--- src/hdl/assert_macros.svh ---
// Assertion helpers shared by the timer manager RTL
`ifndef ASSERT_MACROS_SVH
`define ASSERT_MACROS_SVH

// Property checked at every clock edge outside reset
`define DTM_ASSERT(label, prop, msg) \
   label: assert property (@(posedge clock) disable iff (reset) (prop)) else $error(msg);

// Condition in one cycle implies a property in the next
`define DTM_ASSERT_NEXT(label, cond, prop, msg) \
   label: assert property (@(posedge clock) disable iff (reset) (cond) |=> (prop)) \
      else $error(msg);

`endif

--- src/hdl/dtm_pkg.sv ---
package dtm_pkg;

   localparam int NUM_TIMERS = 16;
   localparam int SLOT_BITS  = 4;
   localparam int TICK_BITS  = 32;

   // command codes
   localparam logic [2:0] CMD_TICK   = 3'd0;
   localparam logic [2:0] CMD_CREATE = 3'd1;
   localparam logic [2:0] CMD_START  = 3'd2;
   localparam logic [2:0] CMD_STOP   = 3'd3;
   localparam logic [2:0] CMD_QUERY  = 3'd4;

   // slot modes
   localparam logic [2:0] MODE_INIT    = 3'd0;
   localparam logic [2:0] MODE_CREATED = 3'd1;
   localparam logic [2:0] MODE_RUNNING = 3'd2;
   localparam logic [2:0] MODE_STOPPED = 3'd3;

   // result kinds
   localparam logic [1:0] EV_REPLY     = 2'd0;
   localparam logic [1:0] EV_EXPIRED   = 2'd1;
   localparam logic [1:0] EV_TICK_DONE = 2'd2;

   typedef enum logic [1:0] {
      ST_IDLE,
      ST_EXEC,
      ST_POP,
      ST_REINS
   } state_type;

   typedef enum logic [1:0] {
      OP_HOLD,
      OP_INSERT,
      OP_REMOVE
   } chain_op_type;

   typedef struct packed {
      logic                 valid;
      logic [TICK_BITS-1:0] deadline;
      logic [SLOT_BITS-1:0] slot;
   } entry_type;

   typedef struct packed {
      chain_op_type         op;
      logic [TICK_BITS-1:0] key;
      logic [SLOT_BITS-1:0] slot;
   } chain_ctl_type;

endpackage

--- src/hdl/sorted_deadline_timer_manager.sv ---
// Timer manager for 16 slots. Running slots sit in a row of cells sorted by
// deadline (head in cell 0); each insert or unlink shifts the whole row.
// Create, start, stop and query write their result from the execute state
// once the output register is free. A tick unlinks expired slots from the
// head and reinserts each periodic one from a separate state, as the row
// does one insert or unlink per cycle. Results wait in an output register,
// each holding its own tick value; the next item is taken once the current
// one has placed its last result there. No clearing pass after reset.
`include "assert_macros.svh"

module sorted_deadline_timer_manager (
   input  logic                            clock,
   input  logic                            reset,
   input  logic                            req_valid,
   output logic                            req_stall,
   input  logic [2:0]                      req_command,
   input  logic [dtm_pkg::SLOT_BITS-1:0]   req_timer_index,
   input  logic                            req_periodic,
   input  logic [31:0]                     req_period,
   output logic                            rsp_valid,
   input  logic                            rsp_stall,
   output logic [1:0]                      rsp_event_kind,
   output logic [dtm_pkg::SLOT_BITS-1:0]   rsp_timer_index_res,
   output logic                            rsp_accepted,
   output logic [2:0]                      rsp_slot_state,
   output logic [31:0]                     rsp_remaining,
   output logic [31:0]                     rsp_current_tick,
   output logic                            rsp_last
);

   localparam int N  = dtm_pkg::NUM_TIMERS;
   localparam int SB = dtm_pkg::SLOT_BITS;
   localparam int TB = dtm_pkg::TICK_BITS;

   dtm_pkg::state_type state_ff, state_in;

   logic [2:0]    cmd_ff;
   logic [SB-1:0] idx_ff;
   logic          periodic_ff;
   logic [31:0]   period_arg_ff;
   logic [TB-1:0] tick_ff;
   logic [N-1:0]  seen_ff;
   logic [SB-1:0] rins_slot_ff;
   logic [TB-1:0] rins_dl_ff;

   // slot table
   logic [2:0]    mode_ff     [N];
   logic          is_per_ff   [N];
   logic [TB-1:0] per_ff      [N];
   logic [TB-1:0] dl_ff       [N];

   // output register
   logic          rsp_valid_ff;
   logic [1:0]    kind_ff;
   logic [SB-1:0] ridx_ff;
   logic          acc_ff;
   logic [2:0]    rmode_ff;
   logic [31:0]   rem_ff;
   logic [31:0]   ctick_ff;
   logic          last_ff;

   // chain of cells
   dtm_pkg::chain_ctl_type ctl;
   dtm_pkg::entry_type     cell_q [N];
   logic [N-1:0]           shift_w, after_w;

   genvar gi;
   generate
      for (gi = 0; gi < N; gi++) begin : g_cell
         dtm_pkg::entry_type le, re;
         logic               ls, la;
         if (gi == 0) begin : g_first
            assign le = '0;
            assign ls = 1'b0;
            assign la = 1'b0;
         end else begin : g_mid
            assign le = cell_q[gi-1];
            assign ls = shift_w[gi-1];
            assign la = after_w[gi-1];
         end
         if (gi == N-1) begin : g_last
            assign re = '0;
         end else begin : g_nlast
            assign re = cell_q[gi+1];
         end
         dtm_cell u_cell (
            .clock       (clock),
            .reset       (reset),
            .ctl         (ctl),
            .left_entry  (le),
            .right_entry (re),
            .left_shift  (ls),
            .left_after  (la),
            .entry       (cell_q[gi]),
            .shift       (shift_w[gi]),
            .after       (after_w[gi])
         );
      end
   endgenerate

   dtm_pkg::entry_type head;
   logic [SB-1:0] addr;
   logic [2:0]    rd_mode;
   logic          rd_per_flag;
   logic [TB-1:0] rd_per, rd_dl, new_dl;
   logic          out_free, accept, emit, pop_go;
   logic          create_ok, start_ok, stop_go, tick_go;
   logic          tbl_expire;
   logic [1:0]    o_kind;
   logic [SB-1:0] o_idx;
   logic          o_acc, o_last;
   logic [2:0]    o_mode;
   logic [31:0]   o_rem;

   assign head        = cell_q[0];
   assign addr        = (state_ff == dtm_pkg::ST_POP) ? head.slot : idx_ff;
   assign rd_mode     = mode_ff[addr];
   assign rd_per_flag = is_per_ff[addr];
   assign rd_per      = per_ff[addr];
   assign rd_dl       = dl_ff[addr];
   assign new_dl      = tick_ff + rd_per;
   assign out_free    = !rsp_valid_ff || !rsp_stall;
   assign req_stall   = (state_ff != dtm_pkg::ST_IDLE);
   assign accept      = req_valid && !req_stall;
   assign tick_go     = accept && (req_command == dtm_pkg::CMD_TICK);
   assign pop_go      = head.valid && (head.deadline <= tick_ff) && !seen_ff[head.slot];

   // sequencer: next state, chain operation and result fields
   always_comb begin
      state_in   = state_ff;
      ctl        = '{op: dtm_pkg::OP_HOLD, key: '0, slot: '0};
      emit       = 1'b0;
      create_ok  = 1'b0;
      start_ok   = 1'b0;
      stop_go    = 1'b0;
      tbl_expire = 1'b0;
      o_kind     = dtm_pkg::EV_REPLY;
      o_idx      = idx_ff;
      o_acc      = 1'b0;
      o_mode     = rd_mode;
      o_rem      = '0;
      o_last     = 1'b1;
      unique case (state_ff)
         dtm_pkg::ST_IDLE: begin
            if (accept) begin
               if (req_command == dtm_pkg::CMD_TICK) state_in = dtm_pkg::ST_POP;
               else                                  state_in = dtm_pkg::ST_EXEC;
            end
         end
         dtm_pkg::ST_EXEC: begin
            if (out_free) begin
               emit     = 1'b1;
               state_in = dtm_pkg::ST_IDLE;
               case (cmd_ff)
                  dtm_pkg::CMD_CREATE: begin
                     create_ok = (rd_mode == dtm_pkg::MODE_INIT) && (period_arg_ff != '0);
                     o_acc     = create_ok;
                     if (create_ok) o_mode = dtm_pkg::MODE_CREATED;
                  end
                  dtm_pkg::CMD_START: begin
                     start_ok = (rd_mode == dtm_pkg::MODE_CREATED) ||
                                (rd_mode == dtm_pkg::MODE_STOPPED);
                     o_acc    = start_ok;
                     if (start_ok) begin
                        o_mode = dtm_pkg::MODE_RUNNING;
                        ctl    = '{op: dtm_pkg::OP_INSERT, key: new_dl, slot: idx_ff};
                     end
                  end
                  dtm_pkg::CMD_STOP: begin
                     stop_go = 1'b1;
                     o_acc   = 1'b1;
                     o_mode  = dtm_pkg::MODE_STOPPED;
                     if (rd_mode == dtm_pkg::MODE_RUNNING)
                        ctl = '{op: dtm_pkg::OP_REMOVE, key: '0, slot: idx_ff};
                  end
                  dtm_pkg::CMD_QUERY: begin
                     o_acc = 1'b1;
                     o_rem = 32'(rd_dl - tick_ff);
                  end
                  default: o_acc = 1'b0;
               endcase
            end
         end
         dtm_pkg::ST_POP: begin
            if (out_free) begin
               emit = 1'b1;
               if (pop_go) begin
                  tbl_expire = 1'b1;
                  o_kind     = dtm_pkg::EV_EXPIRED;
                  o_idx      = head.slot;
                  o_last     = 1'b0;
                  o_mode     = rd_per_flag ? dtm_pkg::MODE_RUNNING : dtm_pkg::MODE_STOPPED;
                  ctl        = '{op: dtm_pkg::OP_REMOVE, key: '0, slot: head.slot};
                  if (rd_per_flag) state_in = dtm_pkg::ST_REINS;
               end else begin
                  o_kind   = dtm_pkg::EV_TICK_DONE;
                  o_idx    = '0;
                  o_mode   = dtm_pkg::MODE_INIT;
                  state_in = dtm_pkg::ST_IDLE;
               end
            end
         end
         dtm_pkg::ST_REINS: begin
            ctl      = '{op: dtm_pkg::OP_INSERT, key: rins_dl_ff, slot: rins_slot_ff};
            state_in = dtm_pkg::ST_POP;
         end
         default: state_in = dtm_pkg::ST_IDLE;
      endcase
   end

   // control registers
   always_ff @(posedge clock) begin
      if (reset) begin
         state_ff     <= dtm_pkg::ST_IDLE;
         tick_ff      <= '0;
         seen_ff      <= '0;
         rsp_valid_ff <= 1'b0;
      end else begin
         state_ff <= state_in;
         if (tick_go) begin
            tick_ff <= tick_ff + TB'(1);
            seen_ff <= '0;
         end else if (tbl_expire) begin
            seen_ff[head.slot] <= 1'b1;
         end
         if (emit)          rsp_valid_ff <= 1'b1;
         else if (!rsp_stall) rsp_valid_ff <= 1'b0;
      end
   end

   // latched command, relink data and result fields
   always_ff @(posedge clock) begin
      if (accept) begin
         cmd_ff        <= req_command;
         idx_ff        <= req_timer_index;
         periodic_ff   <= req_periodic;
         period_arg_ff <= req_period;
      end
      if (tbl_expire) begin
         rins_slot_ff <= head.slot;
         rins_dl_ff   <= new_dl;
      end
      if (emit) begin
         kind_ff  <= o_kind;
         ridx_ff  <= o_idx;
         acc_ff   <= o_acc;
         rmode_ff <= o_mode;
         rem_ff   <= o_rem;
         ctick_ff <= tick_ff[31:0];
         last_ff  <= o_last;
      end
   end

   // slot table writes
   always_ff @(posedge clock) begin
      if (reset) begin
         for (int i = 0; i < N; i++) begin
            mode_ff[i]   <= dtm_pkg::MODE_INIT;
            is_per_ff[i] <= 1'b0;
            per_ff[i]    <= '0;
            dl_ff[i]     <= '0;
         end
      end else begin
         if (create_ok) begin
            mode_ff[addr]   <= dtm_pkg::MODE_CREATED;
            is_per_ff[addr] <= periodic_ff;
            per_ff[addr]    <= TB'(period_arg_ff);
            dl_ff[addr]     <= '0;
         end
         if (start_ok) begin
            mode_ff[addr] <= dtm_pkg::MODE_RUNNING;
            dl_ff[addr]   <= new_dl;
         end
         if (stop_go) mode_ff[addr] <= dtm_pkg::MODE_STOPPED;
         if (tbl_expire) begin
            mode_ff[addr] <= rd_per_flag ? dtm_pkg::MODE_RUNNING : dtm_pkg::MODE_STOPPED;
            if (rd_per_flag) dl_ff[addr] <= new_dl;
         end
      end
   end

   assign rsp_valid           = rsp_valid_ff;
   assign rsp_event_kind      = kind_ff;
   assign rsp_timer_index_res = ridx_ff;
   assign rsp_accepted        = acc_ff;
   assign rsp_slot_state      = rmode_ff;
   assign rsp_remaining       = rem_ff;
   assign rsp_current_tick    = ctick_ff;
   assign rsp_last            = last_ff;

   // row stays sorted with its entries packed towards the head
   generate
      for (gi = 0; gi < N-1; gi++) begin : g_chk
         `DTM_ASSERT(a_sorted, !(cell_q[gi].valid && cell_q[gi+1].valid) || (cell_q[gi].deadline <= cell_q[gi+1].deadline), "cell row out of order")
         `DTM_ASSERT(a_packed, cell_q[gi].valid || !cell_q[gi+1].valid, "gap in cell row")
      end
   endgenerate

   `DTM_ASSERT_NEXT(a_tick_step, tick_go, tick_ff == $past(tick_ff) + TB'(1), "tick not advanced")
   `DTM_ASSERT(a_done_last, !(rsp_valid_ff && kind_ff == dtm_pkg::EV_TICK_DONE) || last_ff, "tick done without last")

endmodule

--- src/hdl/dtm_cell.sv ---
module dtm_cell (
   input  logic                   clock,
   input  logic                   reset,
   input  dtm_pkg::chain_ctl_type ctl,
   input  dtm_pkg::entry_type     left_entry,
   input  dtm_pkg::entry_type     right_entry,
   input  logic                   left_shift,
   input  logic                   left_after,
   output dtm_pkg::entry_type     entry,
   output logic                   shift,
   output logic                   after
);

   dtm_pkg::entry_type entry_ff, entry_in;

   // at or past the insertion point: empty, or deadline not below the key
   assign shift = !entry_ff.valid || (entry_ff.deadline >= ctl.key);
   // at or past the entry being unlinked
   assign after = left_after || (entry_ff.valid && entry_ff.slot == ctl.slot);
   assign entry = entry_ff;

   // next content: hold, shift right on insert, shift left on removal
   always_comb begin
      entry_in = entry_ff;
      unique case (ctl.op)
         dtm_pkg::OP_INSERT: begin
            if (shift) begin
               if (left_shift) entry_in = left_entry;
               else            entry_in = '{valid: 1'b1, deadline: ctl.key, slot: ctl.slot};
            end
         end
         dtm_pkg::OP_REMOVE: begin
            if (after) entry_in = right_entry;
         end
         default: entry_in = entry_ff;
      endcase
   end

   always_ff @(posedge clock) begin
      if (reset) entry_ff <= '0;
      else       entry_ff <= entry_in;
   end

endmodule
--- config.mk ---
export PLATFORM = sky130hd
export DESIGN_NAME = sorted_deadline_timer_manager
export DESIGN_NICKNAME = d
export VERILOG_FILES = /design/src/hdl/dtm_pkg.sv /design/src/hdl/sorted_deadline_timer_manager.sv /design/src/hdl/dtm_cell.sv
export VERILOG_INCLUDE_DIRS = /design/src /design/src/hdl
export SDC_FILE = /design/constraint.sdc
export NUM_CORES = 2
export LEC_CHECK = 0
export ABC_AREA = 1
export BUFFER_PORTS_ARGS = -buffer_cell sky130_fd_sc_hd__buf_2
export CAP_MARGIN = 20
export CORE_MARGIN = 2
export CORE_UTILIZATION = 50
export CTS_CLUSTER_DIAMETER = 50
export DETAILED_ROUTE_END_ITERATION = 7
export HOLD_SLACK_MARGIN = 0.1
export PLACE_DENSITY = 0.69
export SLEW_MARGIN = 10
export SYNTH_ARGS = -nofsm -noshare
export SYNTH_HDL_FRONTEND = slang
export SYNTH_SLANG_ARGS = --single-unit
--- constraint.sdc ---
create_clock -name clock -period 12.09 [get_ports clock]
set_input_delay 0.6045 -clock clock [delete_from_list [all_inputs] [get_ports clock]]
set_output_delay 0.6045 -clock clock [all_outputs]
set_load 0.02 [all_outputs]
### Word level (Yosys, flattened, before mapping)

Memories as Yosys holds them, arrays and structs flattened.
Cells that the tools add are included.

| storage, ports and cells | value |
|---|---|
| register bits | 794 |
| bits in latches | 0 |
| bits in writable memories | 1,072 |
| ROM bits | 0 |
| input bits | 44 |
| output and inout bits | 77 |
| word-level logic and storage cells | 417 |
| memories kept | 4 |

Memory list:

| name | depth | bits a word | rd ports | clocked after memory_dff | wr ports | line | source |
|---|---|---|---|---|---|---|---|
| dl_ff | 16 | 32 | 1 | 0 | 16 | sorted_deadline_timer_manager.sv:50 | `logic [TB-1:0] dl_ff [N];` |
| per_ff | 16 | 32 | 1 | 0 | 16 | sorted_deadline_timer_manager.sv:49 | `logic [TB-1:0] per_ff [N];` |
| mode_ff | 16 | 2 | 1 | 0 | 16 | sorted_deadline_timer_manager.sv:47 | `logic [2:0] mode_ff [N];` |
| is_per_ff | 16 | 1 | 1 | 0 | 16 | sorted_deadline_timer_manager.sv:48 | `logic is_per_ff [N];` |

| operators by class | value |
|---|---|
| add/subtract/negate cells | 3 |
| multipliers | 0 |
| divide/modulo/power cells | 0 |
| magnitude comparators | 19 |
| equal/unequal tests | 65 |
| shifts and indexed selects | 0 |
| mux-type cells | 147 |
| bitwise operators | 6 |
| reduce and logical (&&, ||, !) cells | 108 |

Operator list:

| cell | count |
|---|---|
| $mux W37 | 48 |
| $pmux W37 S2 | 16 |
| $ge A32 B32 Y1 | 16 |
| $mux W38 | 4 |
| $mux W32 | 4 |
| $pmux W38 S3 | 1 |
| $pmux W38 S2 | 1 |
| $eq A4 B4 Y1 | 16 |
| $ne A2 B1 Y1 const B | 32 |
| $reduce_or A32 Y1 | 2 |
| $reduce_and A3 Y1 | 17 |
| $mux W1 | 43 |
| $logic_or A1 B1 Y1 | 33 |
| $add A32 B1 Y32 const B | 1 |
| $add A32 B32 Y32 | 1 |
| $le A32 B32 Y1 | 1 |
| $mux W4 | 8 |
| $reduce_bool A32 Y1 | 1 |
| $sub A32 B32 Y32 | 1 |
| $mux W2 | 12 |
| $logic_and A1 B1 Y1 | 22 |
| $logic_not A1 Y1 | 20 |
| $or A16 B16 Y16 | 1 |
| $eq A3 B2 Y1 const B | 4 |
| other kinds (23) | 43 |

### Logic depth before layout (Yosys ltp)

An unclocked memory read counts as a cell.

| depth | value |
|---|---|
| depth after elaboration | 28 |
| depth in mapped cells | 50 |
| depth with buffers taken out | 44 |

### Modules after synthesis

A second synthesis with hierarchy kept.

| unflattened totals | value |
|---|---|
| cell total of the unflattened synthesis | 13,457 |
| area total of the unflattened synthesis | 108,358.9 um2 |

By module, submodules not included:

| module | instances | cells an instance | area each (um2) | seq. area each (um2) |
|---|---|---|---|---|
| sorted_deadline_timer_manager | 1 | 5,201 | 56,609.3 | 37,716.2 |
| dtm_cell | 16 | 516 | 3,234.4 | 740.7 |

### Least setup slack after synthesis

No wires, ideal clock.

| path | value |
|---|---|
| path kind | register to register |
| start point | register state_ff[0] |
| end point | register g_cell[6].u_cell.entry_ff (netlist bit g_cell[6].u_cell.entry[31]) |
| library setup time | 122 ps |
| arrival time | 8,246 ps |
| required time | 11,968 ps |
| setup slack | 3,722 ps |
| cell stages (with the launch flop) | 41 |
| buffers on the path | 8 |
| period minus slack after synthesis | 8,368 ps |
| cell sequence | dfxtp_1 inv_1 ha_1 buf_6 nand2_4 nand2_4 buf_6 nor2_1 clkinv_1 clkbuf_1 clkbuf_1 clkbuf_1 o22ai_1 nor2_1 o2111a_1 ha_1 a21oi_1 nand2_1 [... 5 more ...] o21ai_0 a21boi_0 xor2_1 o21ai_0 nand2_1 clkbuf_1 ha_1 nand2_1 nor2_1 a211oi_1 o221a_2 nand2_1 a2111oi_0 clkbuf_1 clkbuf_1 nand2_1 o211ai_1 a21oi_1 |

| on the way | value |
|---|---|
| cells in the longest elaborated chain, start to end | 19 |
| elaborated cells on any way between the ends | 49 |
| those cells by class | add/sub: 1; order compare: 2; eq/ne: 17; mux: 9; reduce/logical: 18; memory: 2 |

Ends and longest elaborated chain:

| item | line | source |
|---|---|---|
| from (decl) | sorted_deadline_timer_manager.sv:35 | `dtm_pkg::state_type state_ff, state_in;` |
| from (signal assigned) | sorted_deadline_timer_manager.sv:214 | `state_ff <= dtm_pkg::ST_IDLE;` |
| from (signal assigned) | sorted_deadline_timer_manager.sv:219 | `state_ff <= state_in;` |
| parallel branches: the longest is 8 deep, another holds $mem_v2 Z16 W32 | n/a |  |
| $pmux W38 S3 * | sorted_deadline_timer_manager.sv:143 | `unique case (state_ff)` |
| parallel branches: the longest is 10 deep, another holds $ge A32 B32 Y1 | n/a |  |
| to (signal assigned) | dtm_cell.sv:41 | `else entry_ff <= entry_in;` |
| to (decl) | dtm_cell.sv:14 | `dtm_pkg::entry_type entry_ff, entry_in;` |

Every way passes the cells marked *. The select of a mux whose other input is x is not followed.
A chain may end at the register's enable or synchronous reset.

### Final worst setup path

| path | value |
|---|---|
| start point | register state_ff[0] |
| end point | register g_cell[3].u_cell.entry_ff (netlist bit g_cell[3].u_cell.entry[19]) |

| on the way | value |
|---|---|
| elaborated cells on any way between the ends | 40 |
| those cells by class | add/sub: 1; order compare: 2; eq/ne: 14; mux: 9; reduce/logical: 12; memory: 2 |

RTL lines:

| item | line | source |
|---|---|---|
| $eq A2 B2 Y1 * | sorted_deadline_timer_manager.sv:116 | `assign addr = (state_ff == dtm_pkg::ST_POP) ? head.slot : idx_ff;` |
| $mux W4 * | sorted_deadline_timer_manager.sv:116 |  |
| $mem_v2 Z16 W32 * | n/a |  |
| $add A32 B32 Y32 * | sorted_deadline_timer_manager.sv:121 | `assign new_dl = tick_ff + rd_per;` |
| named net new_dl[24] | sorted_deadline_timer_manager.sv:105 | `logic [TB-1:0] rd_per, rd_dl, new_dl;` |
| $mux W37 * | sorted_deadline_timer_manager.sv:164 | `if (start_ok) begin` |
| $pmux W38 S2 * | sorted_deadline_timer_manager.sv:154 | `case (cmd_ff)` |
| $mux W38 * | sorted_deadline_timer_manager.sv:151 | `if (out_free) begin` |
| $pmux W38 S3 * | sorted_deadline_timer_manager.sv:143 |  |
| $ge A32 B32 Y1 | dtm_cell.sv:17 | `assign shift = !entry_ff.valid \|\| (entry_ff.deadline >= ctl.key);` |
| $logic_or A1 B1 Y1 | dtm_cell.sv:17 |  |
| $mux W37 | dtm_cell.sv:28 | `if (left_shift) entry_in = left_entry;` |
| $mux W37 | dtm_cell.sv:27 | `if (shift) begin` |
| $pmux W37 S2 | dtm_cell.sv:25 | `unique case (ctl.op)` |
| to (signal assigned) | dtm_cell.sv:41 |  |
| to (decl) | dtm_cell.sv:14 |  |

The timed path passes the listed nets; every way through them passes the cells marked *. The select of a mux whose other input is x is not followed.

==> out/results.ini <==
[cts]
clkSinkCount = 1865
clock_path_buffers = 3
path_clk_slew_ns = 0.06
htreeDepth = 4
cts_buffers = 223
cts_tree = done
post-cts-setup-buffers = 0
root_buffer = clkbuf_16
clock_latency_ns = 0.93

[synth]
yosys_warnings = 0
synth_compound_area_share_pct = 19.6
synth_edf_count = 1222
synth_fa_ha_area_share_pct = 7.87
synth_largest_area_cell = edfxtp_1
synth_nets = 11800
synth.area.mux_share_pct = 0.459
synth_area_mm2 = 0.0982
synth.avg_cell_area_um2 = 8.81
yosys.cell_types.count = 65
yosysMostFrequentCell = nand2_1
yosysSeqAreaShare_pct = 50.5
ys_ff_latch = 1865
synth_cells = 11100
synth_top_area_share_pct = 37.4
ys.flop_type = edfxtp_1
synth-xor-area-share_pct = 0.437
synthSimpleGateAreaFrac_pct = 15.6
synth_area_leaders = edfxtp_1, dfxtp_1, ha_1
ys_top_cells_by_count = nand2_1, nor2_1, o21ai_0
async_flop_share_pct = 0
synth_top_family_by_area = compound AO/OA/AOI/OAI gates

[detailed_routing]
ant_nets = 0
wire_per_inst_um = 24.1
vias_per_cell = 6.22
drt_iter0_drc = 10600
drt-pass1-iter-count = 8
num_vias = 85500
drc = 0
routed_wl_um = 332000

[floorplan]
die_area_mm2 = 0.200
die_h_um = 447
io_pins = 121
rows = 162
start_util_pct = 50.3
core_mm2 = 0.195
dieWidth_um = 447

[worst_setup_path]
crit_type = flop to flop
critical_path.slowest_cell = a21boi_0
path_common_cell = nor2_1
worst_setup_path_start_kind = flop
arrival_ns = 11.08
worstPathRequired_ns = 12.78
slowest_delay_ns = 0.68
endpoint_kind = flop
cp_max_fo = 134

[global_route]
track_usage_pct = 32.3
grt_pass1_wl_um = 496000
grt.overflow.total = 0
grt_max_degree = 234
grt_pass1_vias = 81000
antenna_found_initial = 10

[worst_hold_path]
hp-class = primary input to flop

[sta]
drv_slew = 0
fmax_mhz = 96.3
hold_viol = 0
maxSlewHeadroom_pct = 24.8
setup_tns_ns = 0
finalCritPeriodShare_pct = 85.9
rsz0062_at_grt = false
worst_pin_slew_ns = 1.13
skew_ns = 0.103
setup_viol_count_final = 0
period_needed_ns = 10.39

[placement]
io_buffers = 119
gp_congestion = 0.933
place_hpwl_um = 211000

[cells_and_area]
drive_gt1_share_pct = 7.37
syn_to_final_growth_pct = 11.1
final_nets = 11600
final_core_util_pct = 55.9

[power_and_ir_drop]
leakage_nw = 40.5
peakVddDrop_mv = 0.181
powerDensity_mw_per_mm2 = 234

[outcome]
outcome = complete, no violations

[job]
drv_cap = 0

==> layout make-up <==
| type | count | area, um^2 |
|---|---|---|
| fill | 17100 | 85900 |
| clock buffer | 281 | 5990 |
| sequential | 1865 | 49600 |
| antenna | 5 | 12.5 |
| multi-input combinational | 7876 | 43500 |
| inverter | 600 | 2300 |
| tap | 2624 | 3280 |
| clock inverter | 137 | 1760 |
| timing repair buffer | 356 | 2630 |
==> path summary, 6_finish.rpt <==
path	from	cells past startpoint	end	slack, ns
max	state_ff[0]	42	g_cell[3].u_cell.entry[19]	1.70
min	req_valid	3	state_ff[1]	0.22
max reg2reg	state_ff[0]	42	g_cell[3].u_cell.entry[19]	1.70
min reg2reg	seen_ff[14]	2	seen_ff[14]	0.45
==> layout by cell type, fill, tap and decap left out, types with 14 or more instances in the layout <==
cell / netlist / layout
xnor2_1: 17 / 17
inv_2: 17 / 23
inv_6: 0 / 17
mux2i_1: 45 / 45
nor4_1: 18 / 17
clkbuf_8: 0 / 17
nor3_1: 55 / 54
clkbuf_1: 710 / 40
buf_4: 11 / 184
a211oi_1: 136 / 136
o211ai_1: 230 / 230
clkinv_1: 31 / 48
a311oi_1: 47 / 47
o2111a_1: 60 / 60
clkbuf_16: 0 / 224
a22oi_1: 21 / 21
o22ai_1: 522 / 522
xor2_1: 32 / 32
buf_2: 36 / 118
nand4_1: 77 / 77
a31oi_1: 115 / 115
nand2_1: 1800 / 1760
nand3b_1: 14 / 14
nand2_2: 14 / 54
inv_1: 552 / 546
dfxtp_1: 643 / 643
nand3_1: 185 / 185
nor2_4: 6 / 14
bufinv_16: 0 / 25
edfxtp_1: 1222 / 1222
ha_1: 614 / 613
a21o_1: 20 / 20
o21a_1: 17 / 17
nor2_1: 1672 / 1664
o21ai_0: 1238 / 1231
dlygate4sd3_1: 0 / 42
clkinv_2: 0 / 31
a21oi_1: 804 / 802
==> layer usage <==
metal	routed length, um	GRT usage, %	up-vias
li1	-	-	39100
met1	124000	40.6	40500
met2	153000	52.2	4911
met3	34700	6.68	987
met4	19600	17.1	6
met5	36	0	-
==> cells by family after synthesis <==
logic type | Yosys count
other | 1
XOR/XNOR | 49
AND/OR/NAND/NOR | 3868
AO/OA/AOI/OAI | 3297
flip-flops | 1865
adder cells (fa/ha/maj) | 616
multiplexers | 45
buffers and inverters | 1407
==> sequential cells by signal, indices dropped and copies added (netlist names), 2 cells and up <==
register             flops
tick_ff                 32
is_per_ff               16
rsp_timer_index_res      4
seen_ff                 16
rins_dl_ff              32
rsp_slot_state           2
g_cell.u_cell.entry    592
rsp_current_tick        32
dl_ff                  512
idx_ff                   4
per_ff                 512
rsp_remaining           32
rins_slot_ff             4
rsp_event_kind           2
mode_ff                 32
cmd_ff                   3
period_arg_ff           32
state_ff                 2
==> critical path, delay by kind of cell, from the launching register on <==
kind / cells / cell delay, ns
adder cells (fa/ha/maj): 4 / 1.08
XOR/XNOR: 1 / 0.29
flip-flops: 1 / 0.33
buffers and inverters: 7 / 1.98
AO/OA/AOI/OAI: 15 / 3.75
AND/OR/NAND/NOR: 15 / 2.54
==> through the flow <==
step	hold slack, ns	instances	worst slack [ns]	power [mW]	instance area, um^2
final	0.225	13700	1.70	25.5	109000
after floorplan	0.403	11100	3.72	14.5	98200
after detailed placement	0.443	13300	2.00	18.3	101000
after global placement	0.436	13300	2.29	18.1	101000
after CTS	0.180	13700	1.89	25.3	109000
after global routing	0.246	13700	0.947	26.7	109000
==> repair_timing <==
action / 4_1_cts / 5_1_grt
resized for setup: 0 / 0
hold buffers: 42 / 0
hold endpoints to repair: 41 / 0
==> where the power goes <==
| group | internal (mW) | leakage, nW | total (mW) | switching (mW) |
|---|---|---|---|---|
| Combinational | 3.09 | 19.0 | 10.3 | 7.19 |
| Clock | 4.09 | 3.75 | 7.01 | 2.92 |
| Sequential | 7.60 | 17.7 | 8.21 | 0.608 |
| Total | 14.8 | 40.5 | 25.5 | 10.7 |
No activity file was read; power rests on OpenSTA's default activity.
